===== src/ubfc_pkg.sv =====
package ubfc_pkg;

    localparam int CFG_IDX_W  = 3;
    localparam int CFG_DATA_W = 7;
    localparam int LEVEL_W    = 7;
    localparam int KIND_W     = 3;
    localparam int BYTE_W     = 8;

    localparam logic [CFG_IDX_W-1:0] CFG_RTS_ENABLE     = 3'd0;
    localparam logic [CFG_IDX_W-1:0] CFG_CTS_ENABLE     = 3'd1;
    localparam logic [CFG_IDX_W-1:0] CFG_CTS_GO_LEVEL   = 3'd2;
    localparam logic [CFG_IDX_W-1:0] CFG_RTS_STOP_LEVEL = 3'd3;
    localparam logic [CFG_IDX_W-1:0] CFG_RTS_GO_LEVEL   = 3'd4;

    localparam logic [LEVEL_W-1:0] RTS_STOP_RESET = 7'd48;
    localparam logic [LEVEL_W-1:0] RTS_GO_RESET   = 7'd16;

    typedef enum logic [KIND_W-1:0] {
        KIND_TICK     = 3'd0,
        KIND_HOST_WR  = 3'd1,
        KIND_HOST_RD  = 3'd2,
        KIND_LINE_RX  = 3'd3,
        KIND_TX_READY = 3'd4
    } t_kind;

    typedef enum logic [1:0] {
        ST_IDLE,
        ST_EXEC,
        ST_RESULT
    } t_state;

    typedef struct packed {
        logic latch;
        logic exec;
    } t_dp_cmd;

endpackage


===== src/ubfc_ctrl.sv =====
module ubfc_ctrl
    import ubfc_pkg::*;
(
    input  logic    i_clk,
    input  logic    i_rst_n,
    input  logic    i_in_valid,
    output logic    o_in_ready,
    output logic    o_out_valid,
    input  logic    i_out_ready,
    output t_dp_cmd o_cmd
);

    t_state r_state;
    t_state n_state;

    always_ff @(posedge i_clk) begin
        if (!i_rst_n) begin
            r_state <= ST_IDLE;
        end else begin
            r_state <= n_state;
        end
    end

    always_comb begin
        n_state     = r_state;
        o_in_ready  = 1'b0;
        o_out_valid = 1'b0;
        o_cmd       = '0;
        case (r_state)
            ST_IDLE: begin
                o_in_ready = 1'b1;
                if (i_in_valid) begin
                    o_cmd.latch = 1'b1;
                    n_state     = ST_EXEC;
                end
            end
            ST_EXEC: begin
                o_cmd.exec = 1'b1;
                n_state    = ST_RESULT;
            end
            ST_RESULT: begin
                o_out_valid = 1'b1;
                if (i_out_ready) begin
                    n_state = ST_IDLE;
                end
            end
            default: begin
                n_state = ST_IDLE;
            end
        endcase
    end

endmodule


===== src/ubfc_dpath.sv =====
module ubfc_dpath
    import ubfc_pkg::*;
#(
    parameter int RX_DEPTH = 64,
    parameter int TX_DEPTH = 64
) (
    input  logic                          i_clk,
    input  logic                          i_rst_n,
    input  t_dp_cmd                       i_cmd,
    input  logic                          i_cfg_we,
    input  logic [CFG_IDX_W-1:0]          i_cfg_idx,
    input  logic [CFG_DATA_W-1:0]         i_cfg_wdata,
    input  logic [KIND_W-1:0]             i_kind,
    input  logic [BYTE_W-1:0]             i_data,
    input  logic                          i_cts_level,
    output logic [BYTE_W-1:0]             o_read_data,
    output logic                          o_read_valid,
    output logic [BYTE_W-1:0]             o_send_data,
    output logic                          o_send_valid,
    output logic                          o_write_accepted,
    output logic                          o_rts_level,
    output logic                          o_txe_enabled,
    output logic [$clog2(RX_DEPTH+1)-1:0] o_rx_fill,
    output logic [$clog2(TX_DEPTH+1)-1:0] o_tx_fill,
    output logic                          o_rx_overflowed,
    output logic                          o_tx_overflowed,
    output logic                          o_tx_flow_stopped
);

    localparam int RCW = $clog2(RX_DEPTH + 1);
    localparam int TCW = $clog2(TX_DEPTH + 1);
    localparam int RPW = $clog2(RX_DEPTH);
    localparam int TPW = $clog2(TX_DEPTH);
    localparam int CMPW = (RCW > LEVEL_W) ? RCW : LEVEL_W;
    localparam logic [RCW-1:0] RX_FULL = RCW'(RX_DEPTH);
    localparam logic [TCW-1:0] TX_FULL = TCW'(TX_DEPTH);
    localparam logic [RPW-1:0] RX_LAST = RPW'(RX_DEPTH - 1);
    localparam logic [TPW-1:0] TX_LAST = TPW'(TX_DEPTH - 1);

    // configuration
    logic               r_rts_enable;
    logic               r_cts_enable;
    logic               r_cts_go_level;
    logic [LEVEL_W-1:0] r_rts_stop_level;
    logic [LEVEL_W-1:0] r_rts_go_level;

    // latched item
    t_kind              r_kind;
    logic [BYTE_W-1:0]  r_data;
    logic               r_cts;

    // buffer state
    logic [BYTE_W-1:0]  r_rx_mem [RX_DEPTH];
    logic [BYTE_W-1:0]  r_tx_mem [TX_DEPTH];
    logic [BYTE_W-1:0]  r_rx_q;
    logic [BYTE_W-1:0]  r_tx_q;
    logic [RPW-1:0]     r_rx_wr_pos, r_rx_rd_pos;
    logic [TPW-1:0]     r_tx_wr_pos, r_tx_rd_pos;
    logic [RCW-1:0]     r_rx_count;
    logic [TCW-1:0]     r_tx_count;
    logic               r_rx_over, r_tx_over, r_rts, r_tx_empty, r_tx_stop, r_txe;

    // result
    logic [BYTE_W-1:0]  r_read_data, r_send_data;
    logic               r_read_valid, r_send_valid, r_write_ok;

    logic [RCW-1:0]     rx_cnt_inc, rx_cnt_dec;
    logic [TCW-1:0]     tx_cnt_inc;
    logic               rx_push, rx_pop, tx_push, tx_pop;
    logic               cts_go;

    assign rx_cnt_inc = r_rx_count + RCW'(1);
    assign rx_cnt_dec = r_rx_count - RCW'(1);
    assign tx_cnt_inc = r_tx_count + TCW'(1);
    assign cts_go     = (r_cts == r_cts_go_level);

    assign rx_push = i_cmd.exec && (r_kind == KIND_LINE_RX) && (r_rx_count != RX_FULL);
    assign rx_pop  = i_cmd.exec && (r_kind == KIND_HOST_RD) && (r_rx_count != '0);
    assign tx_push = i_cmd.exec && (r_kind == KIND_HOST_WR) && (r_tx_count != TX_FULL);
    assign tx_pop  = i_cmd.exec && (r_kind == KIND_TX_READY) && r_txe
                     && (r_tx_count != '0) && !(r_cts_enable && !cts_go);

    always_ff @(posedge i_clk) begin
        if (!i_rst_n) begin
            r_rts_enable     <= 1'b0;
            r_cts_enable     <= 1'b0;
            r_cts_go_level   <= 1'b0;
            r_rts_stop_level <= RTS_STOP_RESET;
            r_rts_go_level   <= RTS_GO_RESET;
        end else if (i_cfg_we) begin
            case (i_cfg_idx)
                CFG_RTS_ENABLE:     r_rts_enable     <= i_cfg_wdata[0];
                CFG_CTS_ENABLE:     r_cts_enable     <= i_cfg_wdata[0];
                CFG_CTS_GO_LEVEL:   r_cts_go_level   <= i_cfg_wdata[0];
                CFG_RTS_STOP_LEVEL: r_rts_stop_level <= i_cfg_wdata;
                CFG_RTS_GO_LEVEL:   r_rts_go_level   <= i_cfg_wdata;
                default: ;
            endcase
        end
    end

    always_ff @(posedge i_clk) begin
        if (i_cmd.latch) begin
            r_kind <= t_kind'(i_kind);
            r_data <= i_data;
            r_cts  <= i_cts_level;
        end
    end

    // read ports run every cycle, data at the head is ready before the step
    always_ff @(posedge i_clk) begin
        if (rx_push) begin
            r_rx_mem[r_rx_wr_pos] <= r_data;
        end
        r_rx_q <= r_rx_mem[r_rx_rd_pos];
    end

    always_ff @(posedge i_clk) begin
        if (tx_push) begin
            r_tx_mem[r_tx_wr_pos] <= r_data;
        end
        r_tx_q <= r_tx_mem[r_tx_rd_pos];
    end

    always_ff @(posedge i_clk) begin
        if (!i_rst_n) begin
            r_rx_wr_pos  <= '0;
            r_rx_rd_pos  <= '0;
            r_rx_count   <= '0;
            r_rx_over    <= 1'b0;
            r_rts        <= 1'b0;
            r_tx_wr_pos  <= '0;
            r_tx_rd_pos  <= '0;
            r_tx_count   <= '0;
            r_tx_over    <= 1'b0;
            r_tx_empty   <= 1'b1;
            r_tx_stop    <= 1'b0;
            r_txe        <= 1'b0;
            r_read_valid <= 1'b0;
            r_send_valid <= 1'b0;
            r_write_ok   <= 1'b0;
            r_read_data  <= '0;
            r_send_data  <= '0;
        end else if (i_cmd.exec) begin
            r_read_valid <= rx_pop;
            r_read_data  <= rx_pop ? r_rx_q : '0;
            r_send_valid <= tx_pop;
            r_send_data  <= tx_pop ? r_tx_q : '0;
            r_write_ok   <= tx_push;
            case (r_kind)
                KIND_TICK: begin
                    if (r_tx_stop && cts_go) begin
                        r_txe     <= 1'b1;
                        r_tx_stop <= 1'b0;
                    end
                end
                KIND_HOST_WR: begin
                    if (tx_push) begin
                        r_tx_wr_pos <= (r_tx_wr_pos == TX_LAST) ? '0 : r_tx_wr_pos + TPW'(1);
                        r_tx_count  <= tx_cnt_inc;
                        r_txe       <= 1'b1;
                        if (tx_cnt_inc == TX_FULL) begin
                            r_tx_over <= 1'b1;
                        end
                    end else begin
                        r_tx_over <= 1'b1;
                    end
                    if (r_tx_empty) begin
                        r_txe <= 1'b1;
                    end
                end
                KIND_HOST_RD: begin
                    if (rx_pop) begin
                        r_rx_rd_pos <= (r_rx_rd_pos == RX_LAST) ? '0 : r_rx_rd_pos + RPW'(1);
                        r_rx_count  <= rx_cnt_dec;
                        if (r_rts_enable && (CMPW'(rx_cnt_dec) <= CMPW'(r_rts_go_level))) begin
                            r_rts <= 1'b0;
                        end
                    end
                end
                KIND_LINE_RX: begin
                    if (rx_push) begin
                        r_rx_wr_pos <= (r_rx_wr_pos == RX_LAST) ? '0 : r_rx_wr_pos + RPW'(1);
                        r_rx_count  <= rx_cnt_inc;
                        if (rx_cnt_inc == RX_FULL) begin
                            r_rx_over <= 1'b1;
                        end
                        if (r_rts_enable
                            && (CMPW'(rx_cnt_inc) >= CMPW'(r_rts_stop_level))) begin
                            r_rts <= 1'b1;
                        end
                    end else begin
                        r_rx_over <= 1'b1;
                        if (r_rts_enable
                            && (CMPW'(r_rx_count) >= CMPW'(r_rts_stop_level))) begin
                            r_rts <= 1'b1;
                        end
                    end
                end
                KIND_TX_READY: begin
                    // masked interrupt: nothing happens
                    if (r_txe) begin
                        if (r_tx_count != '0) begin
                            if (r_cts_enable && !cts_go) begin
                                r_txe     <= 1'b0;
                                r_tx_stop <= 1'b1;
                            end else begin
                                r_tx_empty  <= 1'b0;
                                r_tx_count  <= r_tx_count - TCW'(1);
                                r_tx_rd_pos <= (r_tx_rd_pos == TX_LAST) ? '0
                                               : r_tx_rd_pos + TPW'(1);
                            end
                        end else begin
                            r_tx_empty <= 1'b1;
                            r_txe      <= 1'b0;
                        end
                    end
                end
                default: ;
            endcase
        end
    end

    assign o_read_data       = r_read_data;
    assign o_read_valid      = r_read_valid;
    assign o_send_data       = r_send_data;
    assign o_send_valid      = r_send_valid;
    assign o_write_accepted  = r_write_ok;
    assign o_rts_level       = r_rts;
    assign o_txe_enabled     = r_txe;
    assign o_rx_fill         = r_rx_count;
    assign o_tx_fill         = r_tx_count;
    assign o_rx_overflowed   = r_rx_over;
    assign o_tx_overflowed   = r_tx_over;
    assign o_tx_flow_stopped = r_tx_stop;

    a_rx_count_bound: assert property (@(posedge i_clk) disable iff (!i_rst_n)
        (r_rx_count <= RX_FULL) && (r_tx_count <= TX_FULL))
        else $error("buffer count beyond depth");

    a_tx_empty_ptrs: assert property (@(posedge i_clk) disable iff (!i_rst_n)
        (r_tx_count == '0) |-> (r_tx_wr_pos == r_tx_rd_pos))
        else $error("tx pointers apart with empty buffer");

    a_state_only_in_exec: assert property (@(posedge i_clk) disable iff (!i_rst_n)
        (i_rst_n && !i_cmd.exec) |=> ($stable(r_rx_count) && $stable(r_tx_count)
                                      && $stable(r_txe)))
        else $error("buffer state moved outside an item step");

    a_pop_needs_data: assert property (@(posedge i_clk) disable iff (!i_rst_n)
        (rx_pop || tx_pop) |-> ((r_rx_count != '0) || (r_tx_count != '0)))
        else $error("pop from empty buffer");

endmodule


===== src/uart_buffered_flow_control.sv =====
// UART buffering with RTS/CTS flow control: a host side and a line side share
// a 64-entry (RX_DEPTH) receive ring and a 64-entry (TX_DEPTH) transmit ring,
// each kept in a memory with a registered read port. Each item is one event
// (tick, host write, host read, line byte, transmitter ready); it is latched in
// ST_IDLE, applied to the buffers in ST_EXEC, and its result is presented in
// ST_RESULT until i_out_ready takes it. The block takes a new item only after
// the previous result has been taken. Status outputs (fills, overflow flags,
// RTS, interrupt enable, CTS stop) show the state after the item; read and
// send bytes are zero unless their valid is set. Configuration writes are
// registered and must be made while idle.
module uart_buffered_flow_control
    import ubfc_pkg::*;
#(
    parameter int RX_DEPTH = 64,
    parameter int TX_DEPTH = 64
) (
    input  logic                          i_clk,
    input  logic                          i_rst_n,
    input  logic                          i_cfg_we,
    input  logic [CFG_IDX_W-1:0]          i_cfg_idx,
    input  logic [CFG_DATA_W-1:0]         i_cfg_wdata,
    input  logic                          i_in_valid,
    output logic                          o_in_ready,
    input  logic [KIND_W-1:0]             i_kind,
    input  logic [BYTE_W-1:0]             i_data,
    input  logic                          i_cts_level,
    output logic                          o_out_valid,
    input  logic                          i_out_ready,
    output logic [BYTE_W-1:0]             o_read_data,
    output logic                          o_read_valid,
    output logic [BYTE_W-1:0]             o_send_data,
    output logic                          o_send_valid,
    output logic                          o_write_accepted,
    output logic                          o_rts_level,
    output logic                          o_txe_enabled,
    output logic [$clog2(RX_DEPTH+1)-1:0] o_rx_fill,
    output logic [$clog2(TX_DEPTH+1)-1:0] o_tx_fill,
    output logic                          o_rx_overflowed,
    output logic                          o_tx_overflowed,
    output logic                          o_tx_flow_stopped
);

    t_dp_cmd cmd;

    ubfc_ctrl u_ctrl (
        .i_clk       (i_clk),
        .i_rst_n     (i_rst_n),
        .i_in_valid  (i_in_valid),
        .o_in_ready  (o_in_ready),
        .o_out_valid (o_out_valid),
        .i_out_ready (i_out_ready),
        .o_cmd       (cmd)
    );

    ubfc_dpath #(
        .RX_DEPTH (RX_DEPTH),
        .TX_DEPTH (TX_DEPTH)
    ) u_dpath (
        .i_clk             (i_clk),
        .i_rst_n           (i_rst_n),
        .i_cmd             (cmd),
        .i_cfg_we          (i_cfg_we),
        .i_cfg_idx         (i_cfg_idx),
        .i_cfg_wdata       (i_cfg_wdata),
        .i_kind            (i_kind),
        .i_data            (i_data),
        .i_cts_level       (i_cts_level),
        .o_read_data       (o_read_data),
        .o_read_valid      (o_read_valid),
        .o_send_data       (o_send_data),
        .o_send_valid      (o_send_valid),
        .o_write_accepted  (o_write_accepted),
        .o_rts_level       (o_rts_level),
        .o_txe_enabled     (o_txe_enabled),
        .o_rx_fill         (o_rx_fill),
        .o_tx_fill         (o_tx_fill),
        .o_rx_overflowed   (o_rx_overflowed),
        .o_tx_overflowed   (o_tx_overflowed),
        .o_tx_flow_stopped (o_tx_flow_stopped)
    );

endmodule


===== config.mk =====
export PLATFORM = sky130hd
export DESIGN_NAME = uart_buffered_flow_control
export DESIGN_NICKNAME = d
export VERILOG_FILES = /design/src/ubfc_pkg.sv /design/src/ubfc_ctrl.sv /design/src/ubfc_dpath.sv /design/src/uart_buffered_flow_control.sv
export SDC_FILE = /design/constraint.sdc
export NUM_CORES = 1
export LEC_CHECK = 0
export BUFFER_PORTS_ARGS = -buffer_cell sky130_fd_sc_hd__buf_2
export CAP_MARGIN = 20
export CORE_MARGIN = 2
export CORE_UTILIZATION = 50
export DETAILED_ROUTE_END_ITERATION = 7
export GPL_ROUTABILITY_DRIVEN = 0
export MAX_ROUTING_LAYER = met4
export PLACE_DENSITY = 0.66
export SLEW_MARGIN = 20
export SYNTH_ARGS = -nofsm -noshare
export SYNTH_HDL_FRONTEND = slang
export SYNTH_HIERARCHICAL = 1
export SYNTH_SLANG_ARGS = --single-unit

===== constraint.sdc =====
create_clock -name i_clk -period 3.4 [get_ports i_clk]
set_input_delay 0.34 -clock i_clk [delete_from_list [all_inputs] [get_ports i_clk]]
set_output_delay 0.34 -clock i_clk [all_outputs]
set_load 0.02 [all_outputs]

==> results.sh, run 1 <==
export IMPL_status="finished clean"
export IMPL_coreArea_sq_um=88100
export IMPL_layout_nets=2655
export IMPL_required_ns=3.77
export IMPL_dp_cells=3628
export IMPL_antenna_found_initial=0
export IMPL_worst_pin_slew_ns=1.030
export IMPL_fmax_mhz=324.4
export IMPL_via_per_inst=5.929
export IMPL_drt_total_wl_um=97860
export IMPL_path_max_fanout=16
export IMPL_numCtsBuffers=109
export IMPL_die_area_sq_um=91000
export IMPL_clock_skew_ns=0.03335
export IMPL_syn_area_sq_um=44300
export IMPL_antenna_left=0
export IMPL_drc=0
export IMPL_dp_slack_ns=0.3905
export IMPL_die_x_um=301.7
export IMPL_worst_path_most_repeated_cell="buf_4"
export IMPL_cp_buffers_inverters=2
export IMPL_fillers=6503
export IMPL_wl_per_cell_um=25.40
export IMPL_ys_ff_latch=1134
export IMPL_hold_violations=0
export IMPL_grt_pass1_vias=23230
export IMPL_yosys_area_top_type_share=0.7023
export IMPL_synth_common_cells="edfxtp_1, mux4_2, nor2_1, dfxtp_1, a22oi_1"
export IMPL_hold_path_class="in -> reg"
export IMPL_maxCapViolations=0
export IMPL_n_antenna_cell=0
export IMPL_htree_levels=3
export IMPL_crit_arrival_ns=3.45
export IMPL_path_cells="nor2b_2 > nor4bb_1 > o41a_1 > buf_4 > nand4b_1 > nor2_1 > buf_4"
export IMPL_setup_violations=0
export IMPL_synth_most_common_cell="edfxtp_1"
export IMPL_yosys_area_top_type="edfxtp_1"
export IMPL_fin_util=0.5780
export IMPL_rows=109
export IMPL_max_slew_margin=0.3103
export IMPL_synth_cell_types=65
export IMPL_hpwl_um=60180
export IMPL_period_needed_ns=3.083
export IMPL_synth_fp_nets=2409
export IMPL_async_reset_ff_frac=0
export IMPL_maxSlewViolCount=0
export IMPL_numPortBuffers=66
export IMPL_peakVddDrop_mv=0.4806
export IMPL_synthCells=2351
export IMPL_grt_use_met2=0.3561
export IMPL_yosysWarnings=6
export IMPL_slowest_delay_ns=0.67
export IMPL_crit_type="reg -> reg"
export IMPL_slowest_stage="nand4b_1"
export IMPL_grt_busiest_layer="met2"
export IMPL_grt_overflow=0
export IMPL_dr_pass1_iters=7
export IMPL_cts_tree="yes"
export IMPL_worst_slack_ns=0.3173
export IMPL_io_pins=67
export IMPL_grt_use_met3=0.04330
export IMPL_startpoint_type="register"
export IMPL_grt_max_degree=129
export IMPL_fin_crit_sh=0.9067
export IMPL_rrSetupSlack_ns=0.32
export IMPL_yosys_top_cells_area="edfxtp_1, mux4_2, dfxtp_1, nor2_1, a22oi_1"
export IMPL_cts_path_max_buffers=3
export IMPL_finalPower_w=0.02764
export IMPL_crit_family="simple AND/OR/NAND/NOR gates"
export IMPL_use_met1=0.2976
export IMPL_root_buffer="clkbuf_16"
export IMPL_rsz0062_at_grt="no"
export IMPL_avgSynthCellArea_sq_um=18.84
export IMPL_leakage_nw=16.28
export IMPL_yosysSeqAreaShare=0.7466
export IMPL_initial_utilization=0.5028
export IMPL_synth_edff_count=1036
export IMPL_drtIter0Drc=2151
export IMPL_grt_first_pass_wirelength_um=147800
export IMPL_finalSetupTns_ns=0
export IMPL_layout_drive_gt1_share=0.2534
export IMPL_clk_pin_slew_ns=0.06
export IMPL_powerDensity_nw_per_um2=542.9
export IMPL_die_h_um=301.7
export IMPL_synthToLayoutAreaGrowth_pct=14.95
export IMPL_finalNonFillerCells=3852
export IMPL_vias=22840
export IMPL_cts_setup_buffers=0
export IMPL_track_usage=0.2255
export IMPL_synth_ff_type="edfxtp_1"
export IMPL_clkLatencyLatePin_ns=0.69
export IMPL_endpoint_kind="register"
export IMPL_cts_sinks=1134
[worst register-to-register path, cell delays in order, from the launching register on]
cell	delay [ns]
dfxtp_1	0.40
nor2b_2	0.19
nor4bb_1	0.40
o41a_1	0.30
buf_4	0.25
nand4b_1	0.67
nor2_1	0.32
buf_4	0.22
[cells in the final DEF, fill, tap and decap left out, types with 31 or more instances in the layout]
cell type / netlist / layout
nor2_1: 232 / 232
mux4_2: 256 / 256
ha_1: 31 / 31
nand2_1: 82 / 82
a21oi_1: 32 / 32
edfxtp_1: 1036 / 1036
buf_4: 0 / 168
buf_2: 42 / 66
clkbuf_16: 0 / 110
clkbuf_1: 88 / 31
o21ai_0: 36 / 36
dfxtp_1: 98 / 94
a22oi_1: 96 / 96
[metrics by stage]
step / cell area [sq um] / hold slack (ns)
after floorplan: 44300 / 0.4363
after global placement: 47180 / 0.4443
after detailed placement: 47180 / 0.4500
after CTS: 50910 / 0.003046
after global routing: 50920 / 0.06543
final: 50920 / 0.06408
[cell type report]
cell class | instances | area (sq um) | area share
Clock buffer | 144 | 2910 | 0.05715
Clock inverter | 57 | 598.1 | 0.01175
Inverter | 26 | 97.59 | 0.001917
Multi-Input combinational cell | 1050 | 10570 | 0.2075
Sequential cell | 1134 | 33090 | 0.6498
Tap cell | 1165 | 1458 | 0.02863
Timing Repair Buffer | 276 | 2203 | 0.04327
[worst paths after layout]
check                              startpoint                     endpoint  cells after the start
setup reg to reg            u_ctrl/r_state[0]      u_dpath/r_tx_mem[45][5]                      7
hold reg to reg   u_dpath/r_rts_stop_level[1]  u_dpath/r_rts_stop_level[1]                      2
setup / recovery            u_ctrl/r_state[0]      u_dpath/r_tx_mem[45][5]                      7
hold / removal                   i_cfg_idx[1]         u_dpath/r_cts_enable                      4
[layer usage]
layer | vias to the layer above | wire [um]
li1 | 10010 | -
met1 | 11760 | 39400
met2 | 869 | 48150
met3 | 205 | 6988
met4 | 0 | 3318
met5 | - | 0
[state kept, by name (all words and copies together), names as in the netlist, 6 cells and up]
name / cells
u_dpath/r_rx_q: 8
u_dpath/o_read_data: 8
u_dpath/o_rx_fill: 7
u_dpath/r_tx_q: 8
u_dpath/o_tx_fill: 7
u_dpath/r_tx_mem: 512
u_dpath/r_rx_wr_pos: 6
u_dpath/r_tx_wr_pos: 6
u_dpath/r_rts_go_level: 7
u_dpath/r_data: 8
u_dpath/o_send_data: 8
u_dpath/r_tx_rd_pos: 6
u_dpath/r_rx_rd_pos: 6
u_dpath/r_rts_stop_level: 7
u_dpath/r_rx_mem: 512
[cells by family (layout without fill, tap and decap cells)]
| logic type | Yosys count | in the layout | share of synthesized area |
|---|---|---|---|
| and+or+nand+nor | 447 | 447 | 0.04601 |
| adders and majority gates | 31 | 31 | 0.008756 |
| muxes | 274 | 274 | 0.1343 |
| xor gates and xnor gates | 32 | 32 | 0.006327 |
| AOI/OAI and AO/OA | 266 | 266 | 0.04273 |
| buffers and inverters | 167 | 503 | 0.01534 |
| DFF | 1134 | 1134 | 0.7466 |
[repair_timing]
action	CTS	global route
hold buffers	22	0
gates resized for setup	0	0
hold endpoints to repair	30	0
[power by group]
part           internal [W]  total (W)  switching [W]
logic              0.000143   0.000549       0.000406
registers            0.0153     0.0153      0.0000358
clock network       0.00678     0.0118        0.00501
No activity file was read; power rests on OpenSTA's default activity.
==> run 2, diff against run 1 <==
--- a/config.mk
+++ b/config.mk
@@ -7,6 +7,7 @@
 export LEC_CHECK = 0
 export BUFFER_PORTS_ARGS = -buffer_cell sky130_fd_sc_hd__buf_2
 export CAP_MARGIN = 20
+export CORE_ASPECT_RATIO = 1.1
 export CORE_MARGIN = 2
 export CORE_UTILIZATION = 50
 export DETAILED_ROUTE_END_ITERATION = 7
==> results.sh, run 2 (synthesized netlist as in run 1, its figures left out) <==
export IMPL_hold_path_class="in -> reg"
export IMPL_hold_violations=0
export IMPL_r2r_start="u_dpath/r_kind[1]"
export IMPL_period_needed_ns=3.063
export IMPL_dr_pass1_iters=5
export IMPL_grt_pass1_vias=23390
export IMPL_rr_endpoint="u_dpath/r_tx_mem[27][7]"
export IMPL_clkLatencyLatePin_ns=0.69
export IMPL_place_area_sq_um=47190
export IMPL_grt_overflow=0
export IMPL_setup_violations=0
export IMPL_root_buffer="clkbuf_16"
export IMPL_maxSlewViolCount=0
export IMPL_htree_levels=3
export IMPL_finalNonFillerCells=3854
export IMPL_drtIter0Drc=2178
export IMPL_die_h_um=316.2
export IMPL_holdPathEnd="u_dpath/r_cts_go_level"
export IMPL_antenna_found_initial=2
export IMPL_grt_max_degree=129
export IMPL_mostFrequentLayoutCells="edfxtp_1, mux4_2, nor2_1"
export IMPL_die_area_sq_um=91000
export IMPL_power_frac_clock=0.433
export IMPL_switchingPower_w=0.005609
export IMPL_layout_nets=2655
export IMPL_worst_slack_ns=0.3374
export IMPL_status="finished clean"
export IMPL_whs_path_depth=4
export IMPL_io_pins=67
export IMPL_endpoint_kind="register"
export IMPL_numPortBuffers=66
export IMPL_cp_startpoint="u_dpath/r_kind[1]"
export IMPL_drt_total_wl_um=98870
export IMPL_track_usage=0.2260
export IMPL_startpoint_type="register"
export IMPL_max_slew_margin=0.2890
export IMPL_drc=0
export IMPL_seq_power_share=0.547
export IMPL_rsz0062_at_grt="no"
export IMPL_numCtsBuffers=111
export IMPL_coreArea_sq_um=87860
export IMPL_clock_skew_ns=0.04949
export IMPL_crit_type="reg -> reg"
export IMPL_leakage_nw=16.33
export IMPL_ctsResizeCount=0
export IMPL_vias=23120
export IMPL_postCtsHoldBufs=23
export IMPL_hpwl_um=61080
export IMPL_layout_drive_gt1_share=0.2581
export IMPL_clk_pin_slew_ns=0.07
export IMPL_cts_setup_buffers=0
export IMPL_fin_crit_sh=0.9008
export IMPL_cts_tree="yes"
export IMPL_die_x_um=287.8
export IMPL_reg_top3="u_dpath/r_rx_mem x512, u_dpath/r_tx_mem x512"
export IMPL_synthToLayoutAreaGrowth_pct=15.25
export IMPL_powerDensity_nw_per_um2=547.9
export IMPL_crit_arrival_ns=3.37
export IMPL_path_max_fanout=9
export IMPL_cts_path_max_buffers=3
export IMPL_initial_utilization=0.5042
export IMPL_peakVddDrop_mv=0.4676
export IMPL_fillers=6543
export IMPL_fmax_mhz=326.5
export IMPL_wl_per_cell_um=25.65
export IMPL_via_per_inst=5.998
export IMPL_cts_sinks=1134
export IMPL_ff2ff_path_depth=6
export IMPL_switching_share=0.2005
export IMPL_antenna_left=0
export IMPL_hold_start="i_cfg_idx[0]"
export IMPL_finalSetupTns_ns=0
export IMPL_maxCapViolations=0
export IMPL_grt_first_pass_wirelength_um=148600
export IMPL_rrSetupSlack_ns=0.34
export IMPL_final_common_cell="edfxtp_1"
export IMPL_required_ns=3.70
export IMPL_worst_pin_slew_ns=1.062
export IMPL_p_int_w=0.02237
export IMPL_fin_area_sq_um=51060
export IMPL_dp_slack_ns=0.3217
export IMPL_dp_cells=3620
export IMPL_power_frac_comb=0.020
export IMPL_rows=114
export IMPL_finalPower_w=0.02797
## run 2: final cells by class
class,instances,area [sq um],area share
flip-flops and latches,1134,33090,0.6481
multi-input cells,1050,10560,0.2069
clock buffers,147,2983,0.05842
repair buffers,274,2228,0.04365
well taps,1160,1451,0.02843
clock inverters,62,643.1,0.01260
inverters,26,97.59,0.001912
diodes,1,2.502,0.00004901
## run 2: worst max-delay path by stage
stage / endpoint / slack, ns / cells after the start
global route: u_dpath/r_tx_mem[42][3] / 0.10 / 7
detailed placement: u_dpath/r_tx_mem[15][6] / 0.32 / 5
floorplan: u_dpath/r_rx_mem[48][0] / 0.72 / 7
global placement: u_dpath/r_tx_mem[20][3] / 0.42 / 6
finish: u_dpath/r_tx_mem[27][7] / 0.34 / 6
CTS: u_dpath/r_tx_mem[15][7] / 0.32 / 5
## run 2: power groups by stage
stage / logic, W / clock network, W / registers, W
floorplan: 0.000156 / 0 / 0.0157
global placement: 0.000514 / 0 / 0.0156
detailed placement: 0.000537 / 0 / 0.0156
CTS: 0.000558 / 0.0124 / 0.0153
global route: 0.000600 / 0.0129 / 0.0153
finish: 0.000552 / 0.0121 / 0.0153
## run 2: routing by layer
| metal | GRT usage | vias to the layer above | share of wire |
|---|---|---|---|
| li1 | - | 10020 | - |
| met1 | 0.2961 | 12120 | 0.41 |
| met5 | - | - | 0 |
| met2 | 0.3752 | 814 | 0.51 |
| met3 | 0.02755 | 168 | 0.051 |
| met4 | 0.06700 | 0 | 0.028 |
## run 2: worst max-delay path, cell delays in order, from the launching register on
cell and delay [ns]:
edfxtp_1 0.53, nor4bb_1 0.57, o41a_1 0.33, nor2b_1 0.28, nand3_1 0.18, buf_4 0.23
nor2_1 0.58
## run 2: stage by stage
step             util  hold WS, ns
5_1_grt        0.5811      0.07241
6_report       0.5811      0.06788
3_5_place_dp   0.5370       0.4542
4_1_cts        0.5809      0.02488
2_1_floorplan       -       0.4363
3_3_place_gp   0.5370       0.4435
==> run 3, diff against run 2 <==
--- a/config.mk
+++ b/config.mk
@@ -10,6 +10,7 @@
 export CORE_ASPECT_RATIO = 1.1
 export CORE_MARGIN = 2
 export CORE_UTILIZATION = 50
+export CTS_BUF_LIST = sky130_fd_sc_hd__clkbuf_8
 export DETAILED_ROUTE_END_ITERATION = 7
 export GPL_ROUTABILITY_DRIVEN = 0
 export MAX_ROUTING_LAYER = met4
==> constraint.sdc (replaced) <==
create_clock -name i_clk -period 3.4 [get_ports i_clk]
set_input_delay 0.17 -clock i_clk [delete_from_list [all_inputs] [get_ports i_clk]]
set_output_delay 0.17 -clock i_clk [all_outputs]
set_load 0.02 [all_outputs]
==> results.sh, run 3 (synthesized netlist as in run 1, its figures left out) <==
export IMPL_reg_top3="u_dpath/r_rx_mem x512, u_dpath/r_tx_mem x512"
export IMPL_clk_pin_slew_ns=0.07
export IMPL_crit_type="reg -> reg"
export IMPL_die_area_sq_um=91000
export IMPL_grt_pass1_vias=24330
export IMPL_via_per_inst=5.844
export IMPL_drc=0
export IMPL_initial_utilization=0.5042
export IMPL_grt_max_degree=129
export IMPL_fillers=6467
export IMPL_mostFrequentLayoutCells="edfxtp_1, mux4_2, nor2_1"
export IMPL_switchingPower_w=0.005843
export IMPL_die_h_um=316.2
export IMPL_layout_drive_gt1_share=0.2736
export IMPL_leakage_nw=16.71
export IMPL_max_slew_margin=0.2509
export IMPL_htree_levels=4
export IMPL_clock_skew_ns=0.04615
export IMPL_io_pins=67
export IMPL_finalNonFillerCells=4012
export IMPL_clkLatencyLatePin_ns=0.86
export IMPL_numPortBuffers=66
export IMPL_wl_per_cell_um=24.96
export IMPL_antenna_found_initial=1
export IMPL_cts_sinks=1134
export IMPL_die_x_um=287.8
export IMPL_r2r_start="u_dpath/r_kind[2]"
export IMPL_rows=114
export IMPL_finalSetupTns_ns=0
export IMPL_seq_power_share=0.562
export IMPL_cp_startpoint="u_dpath/r_kind[2]"
export IMPL_hpwl_um=60930
export IMPL_coreArea_sq_um=87860
export IMPL_maxCapViolations=0
export IMPL_setup_violations=0
export IMPL_root_buffer="clkbuf_8"
export IMPL_switching_share=0.2145
export IMPL_dr_pass1_iters=5
export IMPL_path_max_fanout=11
export IMPL_power_frac_comb=0.021
export IMPL_p_int_w=0.02140
export IMPL_hold_path_class="in -> reg"
export IMPL_maxSlewViolCount=0
export IMPL_crit_arrival_ns=3.51
export IMPL_worst_pin_slew_ns=1.117
export IMPL_endpoint_kind="register"
export IMPL_grt_overflow=0
export IMPL_startpoint_type="register"
export IMPL_antenna_left=0
export IMPL_hold_start="i_cfg_wdata[3]"
export IMPL_power_frac_clock=0.417
export IMPL_powerDensity_nw_per_um2=530.7
export IMPL_layout_nets=2756
export IMPL_cts_tree="yes"
export IMPL_drtIter0Drc=2270
export IMPL_numCtsBuffers=178
export IMPL_cts_path_max_buffers=3
export IMPL_dp_cells=3620
export IMPL_vias=23450
export IMPL_fmax_mhz=329.5
export IMPL_status="finished clean"
export IMPL_track_usage=0.2300
export IMPL_final_common_cell="edfxtp_1"
export IMPL_period_needed_ns=3.035
export IMPL_hold_violations=0
export IMPL_rsz0062_at_grt="no"
export IMPL_drt_total_wl_um=100200
export IMPL_required_ns=3.88
export IMPL_synthToLayoutAreaGrowth_pct=15.88
export IMPL_peakVddDrop_mv=0.4211
export IMPL_fin_crit_sh=0.8926
export IMPL_grt_first_pass_wirelength_um=150200
## run 3: changes by cell type in the layout (fill, tap and decap cells not counted), moves of 14 or more
cell,previous run,this run
clkbuf_16,111,0
dlygate4sd3_1,23,58
clkbuf_8,7,188
clkbuf_1,29,0
inv_1,25,75
clkinv_1,18,32
## run 3: what timing repair did
action	4_1_cts	5_1_grt
gates resized for setup	0	0
endpoints found under the hold margin	56	0
hold buffers	58	0
buffers inserted	0	0
## run 3: path summary, 6_finish.rpt
path                                             endpoint  slack [ns]  depth (start not counted)
worst max register to register    u_dpath/r_tx_mem[42][5]        0.36                          6
worst min register to register     u_dpath/o_send_data[1]        0.47                          2
worst max-delay path              u_dpath/r_tx_mem[42][5]        0.36                          6
worst min-delay path            u_dpath/r_rts_go_level[3]        0.15                          4
## run 3: power by group through the flow
stage | Clock [W] | Sequential (W) | Combinational (W)
after CTS | 0.0116 | 0.0153 | 0.000579
after global placement | 0 | 0.0156 | 0.000513
after floorplan | 0 | 0.0157 | 0.000156
after global routing | 0.0122 | 0.0153 | 0.000625
final | 0.0114 | 0.0153 | 0.000575
after detailed placement | 0 | 0.0156 | 0.000538
## run 3: cell type report
cell class,instances,area (sq um),area share
repair buffers,308,2567,0.05001
well taps,1160,1451,0.02827
diodes,5,12.51,0.0002437
multi-input cells,1050,10560,0.2058
clock buffers,188,2587,0.05040
inverters,26,97.59,0.001901
flip-flops and latches,1134,33090,0.6445
clock inverters,141,969.7,0.01889
## run 3: worst max-delay path: stages (launching register included)
cell and delay (ns):
edfxtp_1 0.52, nor4bb_1 0.54, o41a_1 0.33, nor2b_1 0.27
nand3b_1 0.17, buf_4 0.23, nor2_1 0.59
## run 3: stage by stage
stage / total power, W / hold slack (ns) / util / setup slack [ns] / cell area (sq um)
2_1_floorplan: 0.01587 / 0.2689 / - / 0.7171 / 44300
3_3_place_gp: 0.01611 / 0.3496 / 0.5370 / 0.4269 / 47180
3_5_place_dp: 0.01614 / 0.3496 / 0.5370 / 0.2490 / 47190
4_1_cts: 0.02751 / 0.08627 / 0.5841 / 0.2542 / 51320
5_1_grt: 0.02815 / 0.1151 / 0.5843 / 0.1428 / 51340
6_report: 0.02725 / 0.1491 / 0.5843 / 0.3650 / 51340
## run 3: per-layer routing
metal / vias up / GRT usage / wire [um]
li1: 10270 / - / -
met1: 12090 / 0.2927 / 40060
met2: 891 / 0.3716 / 50840
met3: 195 / 0.03827 / 5840
met4: 0 / 0.09362 / 3418
met5: - / - / 0
